<file path="src/hdl/message_segmenter_core_assert.svh">
// Assertion macros shared by the segmenter modules.
// Each expects signals named clk and rst in the scope of use.
`ifndef MESSAGE_SEGMENTER_CORE_ASSERT_SVH
`define MESSAGE_SEGMENTER_CORE_ASSERT_SVH

// The consequent must hold in the same cycle as the antecedent.
`define MSGSEG_ASSERT_NOW(label, ante, cons, msg) \
  label: assert property (@(posedge clk) disable iff (rst) (ante) |-> (cons)) \
    else $error(msg);

// The consequent must hold in the cycle after the antecedent.
`define MSGSEG_ASSERT_NEXT(label, ante, cons, msg) \
  label: assert property (@(posedge clk) disable iff (rst) (ante) |=> (cons)) \
    else $error(msg);

`endif

</file>
<file path="src/hdl/msgseg_pkg.sv">
`timescale 1ns / 1ps
`default_nettype none
package msgseg_pkg;

  localparam int PAYLOAD_BYTES = 32;
  localparam int OFFSET_W      = 6;
  localparam logic [OFFSET_W-1:0] LAST_POS = OFFSET_W'(PAYLOAD_BYTES - 1);

  localparam int LENGTH_W = 32;
  localparam int ELEM_W   = 16;
  localparam int PACKET_W = 32;

  localparam int CFG_INDEX_W = 1;
  localparam int CFG_DATA_W  = 32;

  localparam int QUEUE_DEPTH = 4;
  localparam int QUEUE_PTR_W = $clog2(QUEUE_DEPTH);
  localparam int QUEUE_CNT_W = $clog2(QUEUE_DEPTH + 1);

  typedef enum logic [CFG_INDEX_W-1:0] {
    REG_MESSAGE_LENGTH = 1'b0,
    REG_ELEMENT_SIZE   = 1'b1
  } reg_index_t;

  typedef enum logic {
    BACK_DATA = 1'b0,
    BACK_PAD  = 1'b1
  } back_state_t;

  typedef struct packed {
    logic [7:0] data_byte;
    logic       last_byte;
  } q_entry_t;

  typedef struct packed {
    logic     valid;
    q_entry_t entry;
  } q_port_t;

  typedef struct packed {
    logic [LENGTH_W-1:0] header_total_length;
    logic [ELEM_W-1:0]   header_element_size;
    logic [PACKET_W-1:0] packet_number;
    logic [OFFSET_W-1:0] byte_offset;
    logic [7:0]          payload_byte;
    logic                is_padding;
    logic                last_in_packet;
    logic                last_of_message;
  } beat_t;

endpackage
`default_nettype wire

</file>
<file path="src/hdl/msgseg_byte_if.sv">
`timescale 1ns / 1ps
`default_nettype none
interface msgseg_byte_if;
  logic       valid;
  logic       ready;
  logic [7:0] data_byte;

  modport source (output valid, output data_byte, input ready);
  modport sink (input valid, input data_byte, output ready);
endinterface
`default_nettype wire

</file>
<file path="src/hdl/msgseg_beat_if.sv">
`timescale 1ns / 1ps
`default_nettype none
interface msgseg_beat_if;
  import msgseg_pkg::*;

  logic  valid;
  logic  ready;
  beat_t beat;

  modport source (output valid, output beat, input ready);
  modport sink (input valid, input beat, output ready);
endinterface
`default_nettype wire

</file>
<file path="src/hdl/msgseg_front.sv">
`timescale 1ns / 1ps
`default_nettype none
module msgseg_front (
  input  wire logic                          clk,
  input  wire logic                          rst,
  input  wire logic                          clear,
  input  wire logic [msgseg_pkg::LENGTH_W-1:0] message_length,
  input  wire logic                          q_full,
  output msgseg_pkg::q_port_t                push,
  msgseg_byte_if.sink                        message
);
  import msgseg_pkg::*;

  logic [LENGTH_W-1:0] bytes_taken;
  logic [LENGTH_W-1:0] bytes_taken_next;
  logic                accepted;
  logic                keep;

  assign message.ready = !q_full;
  assign accepted      = message.valid && message.ready;
  assign keep          = bytes_taken < message_length;

  // Bytes past the configured length, or any byte of an empty message, are dropped.
  assign bytes_taken_next = bytes_taken + LENGTH_W'(1);

  assign push.valid           = accepted && keep;
  assign push.entry.data_byte = message.data_byte;
  assign push.entry.last_byte = bytes_taken_next == message_length;

  always_ff @(posedge clk) begin
    if (rst || clear) begin
      bytes_taken <= '0;
    end else if (push.valid) begin
      bytes_taken <= bytes_taken_next;
    end
  end
endmodule
`default_nettype wire

</file>
<file path="src/hdl/msgseg_queue.sv">
`timescale 1ns / 1ps
`default_nettype none
module msgseg_queue (
  input  wire logic          clk,
  input  wire logic          rst,
  input  wire logic          clear,
  input  msgseg_pkg::q_port_t push,
  input  wire logic          pop,
  output msgseg_pkg::q_port_t head,
  output logic               full
);
  import msgseg_pkg::*;

  q_entry_t                store [QUEUE_DEPTH];
  logic [QUEUE_PTR_W-1:0]  wr_ptr;
  logic [QUEUE_PTR_W-1:0]  rd_ptr;
  logic [QUEUE_CNT_W-1:0]  count;
  logic                    do_push;
  logic                    do_pop;

  assign full       = count == QUEUE_CNT_W'(QUEUE_DEPTH);
  assign head.valid = count != '0;
  assign head.entry = store[rd_ptr];
  assign do_push    = push.valid && !full;
  assign do_pop     = pop && head.valid;

  always_ff @(posedge clk) begin
    if (do_push) begin
      store[wr_ptr] <= push.entry;
    end
  end

  always_ff @(posedge clk) begin
    if (rst || clear) begin
      wr_ptr <= '0;
      rd_ptr <= '0;
      count  <= '0;
    end else begin
      if (do_push) begin
        wr_ptr <= (wr_ptr == QUEUE_PTR_W'(QUEUE_DEPTH - 1)) ? '0 : wr_ptr + 1'b1;
      end
      if (do_pop) begin
        rd_ptr <= (rd_ptr == QUEUE_PTR_W'(QUEUE_DEPTH - 1)) ? '0 : rd_ptr + 1'b1;
      end
      unique case ({do_push, do_pop})
        2'b10:   count <= count + 1'b1;
        2'b01:   count <= count - 1'b1;
        default: count <= count;
      endcase
    end
  end
endmodule
`default_nettype wire

</file>
<file path="src/hdl/msgseg_back.sv">
`timescale 1ns / 1ps
`default_nettype none
`include "message_segmenter_core_assert.svh"
module msgseg_back (
  input  wire logic                            clk,
  input  wire logic                            rst,
  input  wire logic                            clear,
  input  wire logic [msgseg_pkg::LENGTH_W-1:0] message_length,
  input  wire logic [msgseg_pkg::ELEM_W-1:0]   elem_size,
  input  msgseg_pkg::q_port_t                  head,
  output logic                                 pop,
  msgseg_beat_if.source                        segments
);
  import msgseg_pkg::*;

  back_state_t         state;
  back_state_t         state_next;
  logic [OFFSET_W-1:0] offset_in_packet;
  logic [OFFSET_W-1:0] offset_next;
  logic [PACKET_W-1:0] current_packet;
  logic [PACKET_W-1:0] packet_next;
  logic                out_valid;
  beat_t               beat;
  beat_t               beat_next;
  logic                slot_free;
  logic                full;
  logic                load;

  assign slot_free      = !out_valid || segments.ready;
  assign full           = offset_in_packet == LAST_POS;
  assign segments.valid = out_valid;
  assign segments.beat  = beat;

  always_ff @(posedge clk) begin
    if (rst || clear) begin
      state <= BACK_DATA;
    end else begin
      state <= state_next;
    end
  end

  always_comb begin
    state_next  = state;
    offset_next = offset_in_packet;
    packet_next = current_packet;
    pop         = 1'b0;
    load        = 1'b0;
    beat_next   = beat;
    beat_next.header_total_length = message_length;
    beat_next.header_element_size = elem_size;
    beat_next.packet_number       = current_packet;
    beat_next.byte_offset         = offset_in_packet;
    unique case (state)
      BACK_DATA: begin
        if (slot_free && head.valid) begin
          pop  = 1'b1;
          load = 1'b1;
          beat_next.payload_byte    = head.entry.data_byte;
          beat_next.is_padding      = 1'b0;
          beat_next.last_in_packet  = full;
          beat_next.last_of_message = head.entry.last_byte && full;
          if (head.entry.last_byte && !full) begin
            offset_next = offset_in_packet + 1'b1;
            state_next  = BACK_PAD;
          end else if (full) begin
            offset_next = '0;
            packet_next = current_packet + 1'b1;
          end else begin
            offset_next = offset_in_packet + 1'b1;
          end
        end
      end
      BACK_PAD: begin
        if (slot_free) begin
          load = 1'b1;
          beat_next.payload_byte    = '0;
          beat_next.is_padding      = 1'b1;
          beat_next.last_in_packet  = full;
          beat_next.last_of_message = full;
          if (full) begin
            offset_next = '0;
            packet_next = current_packet + 1'b1;
            state_next  = BACK_DATA;
          end else begin
            offset_next = offset_in_packet + 1'b1;
          end
        end
      end
      default: begin
        state_next = BACK_DATA;
      end
    endcase
  end

  always_ff @(posedge clk) begin
    if (rst || clear) begin
      offset_in_packet <= '0;
      current_packet   <= '0;
      out_valid        <= 1'b0;
    end else begin
      offset_in_packet <= offset_next;
      current_packet   <= packet_next;
      if (load) begin
        out_valid <= 1'b1;
      end else if (segments.ready) begin
        out_valid <= 1'b0;
      end
    end
  end

  always_ff @(posedge clk) begin
    if (load) begin
      beat <= beat_next;
    end
  end

  `MSGSEG_ASSERT_NOW(a_offset_range, 1'b1, offset_in_packet <= LAST_POS,
                     "offset past packet end")
  `MSGSEG_ASSERT_NOW(a_no_pop_in_pad, state == BACK_PAD, !pop, "queue popped while padding")
  `MSGSEG_ASSERT_NOW(a_lom_ends_packet, out_valid && beat.last_of_message,
                     beat.last_in_packet, "message end inside a packet")
  `MSGSEG_ASSERT_NEXT(a_pad_done, state == BACK_PAD && slot_free && full,
                      state == BACK_DATA && offset_in_packet == '0,
                      "padding did not close the packet")
endmodule
`default_nettype wire

</file>
<file path="src/hdl/message_segmenter_core.sv">
`timescale 1ns / 1ps
`default_nettype none
// Channel    Kind          Payload
// message    stream in     data_byte, one message byte per beat
// segments   stream out    beat: header, packet number, offset, byte, flags
// cfg_*      write port    0 message length, 1 element size
//
// Bytes are taken one per cycle while the four-entry queue has room.
// The output stage sends one beat per cycle while the sink is ready; a byte passes the queue, then the output register.
// The final byte is followed by up to 31 padding beats, one per cycle while the sink is ready, before the next message.
// Reset is synchronous; any register write clears the position and the queue.
// A stall on the output fills the queue and then holds ready low on the input.
module message_segmenter_core (
  input  wire logic                              clk,
  input  wire logic                              rst,
  input  wire logic                              cfg_write,
  input  wire logic [msgseg_pkg::CFG_INDEX_W-1:0] cfg_index,
  input  wire logic [msgseg_pkg::CFG_DATA_W-1:0]  cfg_data,
  msgseg_byte_if.sink                            message,
  msgseg_beat_if.source                          segments
);
  import msgseg_pkg::*;

  logic [LENGTH_W-1:0] message_length;
  logic [ELEM_W-1:0]   elem_size;
  q_port_t             push;
  q_port_t             head;
  logic                pop;
  logic                q_full;

  always_ff @(posedge clk) begin
    if (rst) begin
      message_length <= '0;
      elem_size      <= ELEM_W'(1);
    end else if (cfg_write) begin
      unique case (reg_index_t'(cfg_index))
        REG_MESSAGE_LENGTH: message_length <= cfg_data[LENGTH_W-1:0];
        REG_ELEMENT_SIZE:   elem_size      <= cfg_data[ELEM_W-1:0];
      endcase
    end
  end

  msgseg_front u_front (
    .clk            (clk),
    .rst            (rst),
    .clear          (cfg_write),
    .message_length (message_length),
    .q_full         (q_full),
    .push           (push),
    .message        (message)
  );

  msgseg_queue u_queue (
    .clk   (clk),
    .rst   (rst),
    .clear (cfg_write),
    .push  (push),
    .pop   (pop),
    .head  (head),
    .full  (q_full)
  );

  msgseg_back u_back (
    .clk            (clk),
    .rst            (rst),
    .clear          (cfg_write),
    .message_length (message_length),
    .elem_size      (elem_size),
    .head           (head),
    .pop            (pop),
    .segments       (segments)
  );
endmodule
`default_nettype wire

</file>
<file path="src/flat_wrapper.sv">
// flat-port wrapper written by rule: the top's interface ports become plain ports
module message_segmenter_core_flat import msgseg_pkg::*;
  (clk, rst, cfg_write, cfg_index, cfg_data, message_valid, message_data_byte, message_ready, segments_valid, segments_beat, segments_ready);
  msgseg_byte_if message_i ();
  msgseg_beat_if segments_i ();
  input  wire logic clk;
  input  wire logic rst;
  input  wire logic cfg_write;
  input  wire logic [msgseg_pkg::CFG_INDEX_W-1:0] cfg_index;
  input  wire logic [msgseg_pkg::CFG_DATA_W-1:0] cfg_data;
  input wire logic [$bits(message_i.valid)-1:0] message_valid;
  input wire logic [$bits(message_i.data_byte)-1:0] message_data_byte;
  output wire logic [$bits(message_i.ready)-1:0] message_ready;
  output wire logic [$bits(segments_i.valid)-1:0] segments_valid;
  output wire logic [$bits(segments_i.beat)-1:0] segments_beat;
  input wire logic [$bits(segments_i.ready)-1:0] segments_ready;
  assign message_i.valid = message_valid;
  assign message_i.data_byte = message_data_byte;
  assign message_ready = message_i.ready;
  assign segments_valid = segments_i.valid;
  assign segments_beat = segments_i.beat;
  assign segments_i.ready = segments_ready;
  message_segmenter_core u_core (.clk(clk), .rst(rst), .cfg_write(cfg_write), .cfg_index(cfg_index), .cfg_data(cfg_data), .message(message_i), .segments(segments_i));
endmodule
</file>
<file path="config.mk">
export PLATFORM = sky130hd
export DESIGN_NAME = message_segmenter_core_flat
export DESIGN_NICKNAME = d
export VERILOG_FILES = /design/src/hdl/msgseg_pkg.sv /design/src/hdl/msgseg_byte_if.sv /design/src/hdl/msgseg_beat_if.sv /design/src/hdl/msgseg_front.sv /design/src/hdl/msgseg_queue.sv /design/src/hdl/msgseg_back.sv /design/src/hdl/message_segmenter_core.sv /design/src/flat_wrapper.sv
export VERILOG_INCLUDE_DIRS = /design/src /design/src/hdl
export SDC_FILE = /design/constraint.sdc
export NUM_CORES = 1
export LEC_CHECK = 0
export BUFFER_PORTS_ARGS = -buffer_cell sky130_fd_sc_hd__buf_2
export CAP_MARGIN = 20
export CORE_UTILIZATION = 50
export DETAILED_ROUTE_END_ITERATION = 12
export GPL_TIMING_DRIVEN = 0
export PLACE_DENSITY_LB_ADDON = 0.12
export SKIP_LAST_GASP = 1
export SLEW_MARGIN = 20
export SYNTH_ARGS = -nofsm -noshare
export SYNTH_HDL_FRONTEND = slang
export SYNTH_HIERARCHICAL = 1
export SYNTH_SLANG_ARGS = --single-unit
</file>
<file path="constraint.sdc">
create_clock -name clk -period 14.3 [get_ports clk]
set_input_delay 0.715 -clock clk [delete_from_list [all_inputs] [get_ports clk]]
set_output_delay 0.715 -clock clk [all_outputs]
set_load 0.03 [all_outputs]
</file>
==> flow_metrics.tcl, run 1 <==
set metrics [dict create \
    grt_overflow 0 \
    io_buffers 136 \
    clock-sinks 262 \
    grt_start_max_net_pins 26 \
    cts_tree "yes" \
    drt-initial-drc-count 403 \
    min_path_type "in2reg" \
    regToRegSetupSlack_ns 9.87 \
    drive_gt1_frac 0.195 \
    avgSynthCellArea_um2 11.1 \
    finClkSkew_ns 0.0140 \
    drv_cap 0 \
    period_share 0.309 \
    async_reset_ff_frac 0 \
    post_cts_buffers 0 \
    fin_nets 1350 \
    finalNonFillerCells 1603 \
    wl_um 26900 \
    place.gp.congestion 0.930 \
    hold_path_end "u_core/u_queue/store[2][5]" \
    cp_slowest_cell "or4_1" \
    startpoint_type "flip-flop" \
    status "finished, final reports clean" \
    yosys.area.top_type "edfxtp_1" \
    synth_area_um2 12100 \
    syn_inst 1092 \
    die-area_um2 24900 \
    cts_root_buf "clkbuf_16" \
    worst_slack_ns 9.87 \
    die_x_um 158 \
    dr.pass1.iters 4 \
    yosysMostFrequentCell "edfxtp_1" \
    grt_pass1_vias 8333 \
    setup-violations-final 0 \
    ioPinCount 145 \
    h-tree-depth 1 \
    multi_input_area_um2 5020 \
    p_total_uw 1760 \
    synthTopCellsByArea "edfxtp_1 (33%), dfxtp_1 (21%), xnor2_1 (4.8%)" \
    hold_path_depth 1 \
    seq_area_frac_synth 0.542 \
    fin_crit_ns 4.43 \
    cp_common_cell "inv_1" \
    final_hold_viol_count 0 \
    start_util 0.514 \
    ant_nets 0 \
    slew_violations 0 \
    drc 0 \
    synth_flop_cell "edfxtp_1" \
    path_cells "inv_1, ha_1, nand4_1, or4_1, a21o_1, a311oi_2, or2_1, buf_4, inv_2, buf_6, and2_4, inv_1, ha_1, inv_1, fa_1, xor2_1, or3_2, a21oi_1" \
    dp_hpwl_um 19500 \
    antenna_cells 0 \
    path_clk_slew_ns 0.06 \
    crit_type "reg2reg" \
    vias 8615 \
    tns_ns 0 \
    max_stage_delay_ns 0.63 \
    clock_latency_ns 0.55 \
    coreArea_um2 23600 \
    synth_seq_cells 262 \
    cts.repair.resized 0 \
    cp.required_ns 14.77 \
    vdd_drop_max_mv 0.0943 \
    fmax_mhz 226 \
    worstReg2RegStart "u_core/message_length[13]" \
    grt_pass1_wl_um 43000 \
    track_usage 0.221 \
    synth_edf_count 133 \
    ff_latch_area_um2 6580 \
    dpl_worst_slack_ns 9.94 \
    dp_cells 1551 \
    netlist_top_cells_count "edfxtp_1 (133), dfxtp_1 (129), nor2_1 (70)" \
    fp.dieH_um 158 \
    r2r-end "u_core/u_queue/count[2]" \
    powerDensity_nw_per_um2 123 \
    max_slew.worst_pin.slew_ns 0.884 \
    fp-row-count 56 \
    cts_hold_buf 0 \
    synthToLayoutAreaGrowth_pct 17.8 \
    cts_buffers 28 \
    synth_cell_type_count 71 \
    worstHoldStart "message_data_byte[4]" \
    cp_max_fo 16 \
    synth_fp_nets 1180 \
    clockBufferDepth 3 \
    cp_data_arrival_time_ns 4.89 \
    wire_per_inst_um 16.8 \
    yosysTopAreaCellShare 0.329 \
    antenna_found_initial 0 \
    fillerInstances 2043 \
    leakagePower_uw 0.00513 \
    ys_warn_count 6 \
    slew_headroom 0.396 \
    reg2reg_depth 18 \
    rsz0062_at_grt "no" \
    viasPerCell 5.37 \
    cp-end-kind "flip-flop" \
]
-- placed cells by master, fill, tap and decap left out, drive strengths merged, types with 6 or more instances in the layout --
cell,n
buf,175
or4,7
and3,10
nor4,26
inv,53
xor2,19
nand2,52
o31ai,10
o21ai,44
clkbuf,62
clkinv,13
and2,6
dfxtp,129
edfxtp,133
nand2b,65
and4,11
or3,20
xnor2,66
nor2,70
nor3,31
ha,41
mux4,9
nand4,31
nand4bb,17
nand3,31
nor2b,11
mux2i,31
a21oi,43
-- worst max path at each step --
| stage | startpoint | endpoint | cells after the start |
|---|---|---|---|
| after floorplan | segments_ready | u_core/u_back/offset_in_packet[4] | 6 |
| after global placement | segments_ready | u_core/u_back/offset_in_packet[4] | 7 |
| after detailed placement | u_core/message_length[13] | u_core/u_queue/count[2] | 18 |
| after CTS | u_core/message_length[13] | u_core/u_queue/count[2] | 18 |
| after global routing | u_core/message_length[13] | u_core/u_queue/count[2] | 18 |
| final | u_core/message_length[13] | u_core/u_queue/count[2] | 18 |
-- critical path: cells and delay by family, from the launching register on --
family | cells | cell delay [ns]
AO/OA/AOI/OAI | 3 | 0.73
buffers and inverters | 6 | 0.61
flip-flops | 1 | 0.43
XOR/XNOR | 1 | 0.16
AND/OR/NAND/NOR | 5 | 1.56
adder cells (fa/ha/maj) | 3 | 0.85
-- routing by layer --
| layer | GRT usage | wire (um) | up-vias |
|---|---|---|---|
| met5 | 0 | 0 | - |
| met4 | 0.0730 | 740 | 0 |
| met1 | 0.286 | 11900 | 4078 |
| met2 | 0.379 | 13200 | 191 |
| li1 | - | - | 4299 |
| met3 | 0.0328 | 1150 | 47 |
-- final cells by class --
cell class              count  share of cell area
flip-flops and latches    262               0.460
clock buffers              31              0.0498
multi-input cells         712               0.351
inverters                  52              0.0137
well taps                 319              0.0279
plain buffers              66              0.0249
repair buffers            140              0.0548
clock inverters            21              0.0177
-- through the flow --
stage	hold slack, ns	utilization	cell area, um2
floorplan	0.409	-	12100
global placement	0.416	0.560	13200
detailed placement	0.419	0.564	13300
CTS	0.364	0.605	14300
global route	0.359	0.605	14300
finish	0.374	0.605	14300
-- kinds of logic (layout without fill, tap and decap cells) --
kind of cell	count (synthesis)	count (layout)	share of synthesized area
fa+ha+maj	42	42	0.0439
buf+inv	118	310	0.0454
xor+xnor	85	85	0.0613
compound gates	139	139	0.0717
mux	40	40	0.0423
simple gates	406	406	0.194
flops	262	262	0.542
-- report_power, final --
| part | switching, uW | internal (uW) |
|---|---|---|
| Sequential | 14.6 | 827 |
| Combinational | 112 | 57.7 |
| Clock | 298 | 451 |
| Total | 425 | 1340 |
-- sequential cells by signal, summed over array words and instances (netlist names), named ones only --
signal                          count
u_core/elem_size                   16
u_core/message_length              32
u_core/u_back/current_packet       32
u_core/u_back/offset_in_packet      6
u_core/u_back/segments.beat        97
u_core/u_back/segments.valid        1
u_core/u_back/state                 1
u_core/u_front/bytes_taken         32
u_core/u_queue/count                3
u_core/u_queue/rd_ptr               2
u_core/u_queue/store               36
u_core/u_queue/wr_ptr               2
Power figures use the tool's default switching activity.
==> run 2, diff against run 1 <==
==> constraint.sdc (replaced) <==
create_clock -name clk -period 4.3 [get_ports clk]
set_input_delay 0.215 -clock clk [delete_from_list [all_inputs] [get_ports clk]]
set_output_delay 0.215 -clock clk [all_outputs]
set_load 0.03 [all_outputs]
==> run 2 against run 1 <==
  * Register-to-register slack worse by 9.6 ns
  * Wire length is 2.8% higher
  * Clock-buffer cell count is 4 higher
  * Critical endpoint unchanged
  * Largest power group unchanged
==> flow_metrics.tcl, run 2 (same netlist as run 1, synthesis figures left out) <==
set metrics [dict create \
    top_regs "u_core/u_back/segments.beat: 97 flops, u_core/u_queue/store: 36 flops" \
    holdWs_ns 0.0321 \
    die_x_um 158 \
    antenna_found_initial 0 \
    placed_area_um2 13300 \
    vdd_drop_max_mv 0.306 \
    drv_cap 0 \
    clockBufferDepth 3 \
    coreArea_um2 23600 \
    antenna_cells 0 \
    io_buffers 136 \
    die-area_um2 24900 \
    fmax_mhz 246 \
    clock_latency_ns 0.54 \
    fp.dieH_um 158 \
    drt-initial-drc-count 452 \
    ff_latch_area_um2 6590 \
    cp_data_arrival_time_ns 4.54 \
    largest_register_ffs 97 \
    largest_register "u_core/u_back/segments.beat" \
    final_area_um2 14700 \
    fp-row-count 56 \
    wire_per_inst_um 16.9 \
    place.gp.congestion 0.931 \
    wl_um 27700 \
    period_share 0.946 \
    min_path_type "in2reg" \
    final_common_cell "buf_2" \
    ioPinCount 145 \
    grt_start_max_net_pins 27 \
    regToRegSetupSlack_ns 0.23 \
    slew_headroom 0.318 \
    slew_violations 0 \
    dr.pass1.iters 5 \
    path_clk_slew_ns 0.06 \
    drc 0 \
    cts_root_buf "clkbuf_16" \
    final_util 0.622 \
    drive_gt1_frac 0.200 \
    tns_ns 0 \
    status "finished, final reports clean" \
    fillerInstances 1981 \
    finClkSkew_ns 0.0155 \
    fin_crit_ns 4.07 \
    dp_hpwl_um 19500 \
    synthToLayoutAreaGrowth_pct 21.1 \
    leakagePower_uw 0.00531 \
    grt_overflow 0 \
    powerDensity_nw_per_um2 396 \
    grt_pass1_wl_um 44000 \
    ant_nets 0 \
    start_util 0.514 \
    cp-end-kind "flip-flop" \
    crit_type "reg2reg" \
    vias 8867 \
    final_hold_viol_count 0 \
    cts_buffers 28 \
    cp.required_ns 4.77 \
    track_usage 0.226 \
    setup-violations-final 0 \
    cp_max_fo 16 \
    layout_common_cells "buf_2 (151), edfxtp_1 (133), dfxtp_1 (120), nor2_1 (69), xnor2_1 (66)" \
    max_slew.worst_pin.slew_ns 0.997 \
    fin_nets 1392 \
    cts_tree "yes" \
    clock-sinks 262 \
    startpoint_type "flip-flop" \
    viasPerCell 5.39 \
    grt_pass1_vias 8526 \
    h-tree-depth 1 \
    multi_input_area_um2 5030 \
]
==> run 2: cell types whose count changed in the layout (fill, tap and decap cells not counted), moves of 2 or more <==
cell	before	now
dlygate4sd3_1	0	40
dfxtp_1	129	120
dfxtp_2	0	7
clkinv_2	6	10
clkbuf_8	0	3
clkinv_1	4	1
buf_4	11	13
bufinv_16	5	3
clkinv_4	2	0
dfxtp_4	0	2
==> run 2: report_power, final <==
part,switching [uW],leakage [uW],internal [uW]
Sequential,48.6,0.00226,2750
Clock,967,0.000470,1460
Combinational,379,0.00258,217
==> run 2: worst max-delay path, cell delays in order (launching register included) <==
cell      delay (ns)
dfxtp_2         0.37
inv_1           0.07
ha_1            0.29
nand4_1         0.18
or4_4           0.55
a21o_1          0.19
a311oi_2        0.29
or2_1           0.13
buf_4           0.15
inv_2           0.09
buf_6           0.17
and2_4          0.16
inv_1           0.05
ha_1            0.17
inv_1           0.06
fa_1            0.39
xor2_1          0.16
or3_2           0.40
a21oi_1         0.14
==> run 2: final timing paths <==
kind                                                start                         endpoint  cells past startpoint
worst min-delay path                       segments_ready              u_core/u_back/state                      3
worst min register to register       u_core/elem_size[10]  u_core/u_back/segments.beat[59]                      0
worst max register to register  u_core/message_length[10]          u_core/u_queue/count[2]                     18
worst max-delay path            u_core/message_length[10]          u_core/u_queue/count[2]                     18
==> run 2: what timing repair did <==
action | CTS | global route
endpoints found under the hold margin | 78 | 0
buffers inserted | 1 | 1
endpoints found under the setup margin | 1 | 1
resized for setup | 0 | 13
hold buffers | 40 | 0
gates cloned | 0 | 0
pin swaps | 1 | 4
==> run 2: final cells by class <==
cell class,count,area share
Sequential cell,262,0.449
Multi-Input combinational cell,712,0.342
Timing Repair Buffer,182,0.0807
Clock buffer,35,0.0530
Tap cell,319,0.0272
Buffer,66,0.0242
Inverter,52,0.0133
Clock inverter,16,0.0109
==> run 2: through the flow <==
step / cells / worst slack [ns] / total power [uW]
2_1_floorplan: 1092 / 0.290 / 3230
3_3_place_gp: 1547 / -0.968 / 3400
3_5_place_dp: 1551 / -0.0695 / 3420
4_1_cts: 1643 / 0.0620 / 5880
5_1_grt: 1644 / -0.00458 / 6040
6_report: 1644 / 0.231 / 5820
==> run 2: per-layer routing <==
metal,vias up,global-route usage,wire [um]
met5,-,0,0
met4,0,0.0962,971
met3,51,0.0359,1350
met2,227,0.382,13500
met1,4208,0.286,11900
li1,4381,-,-
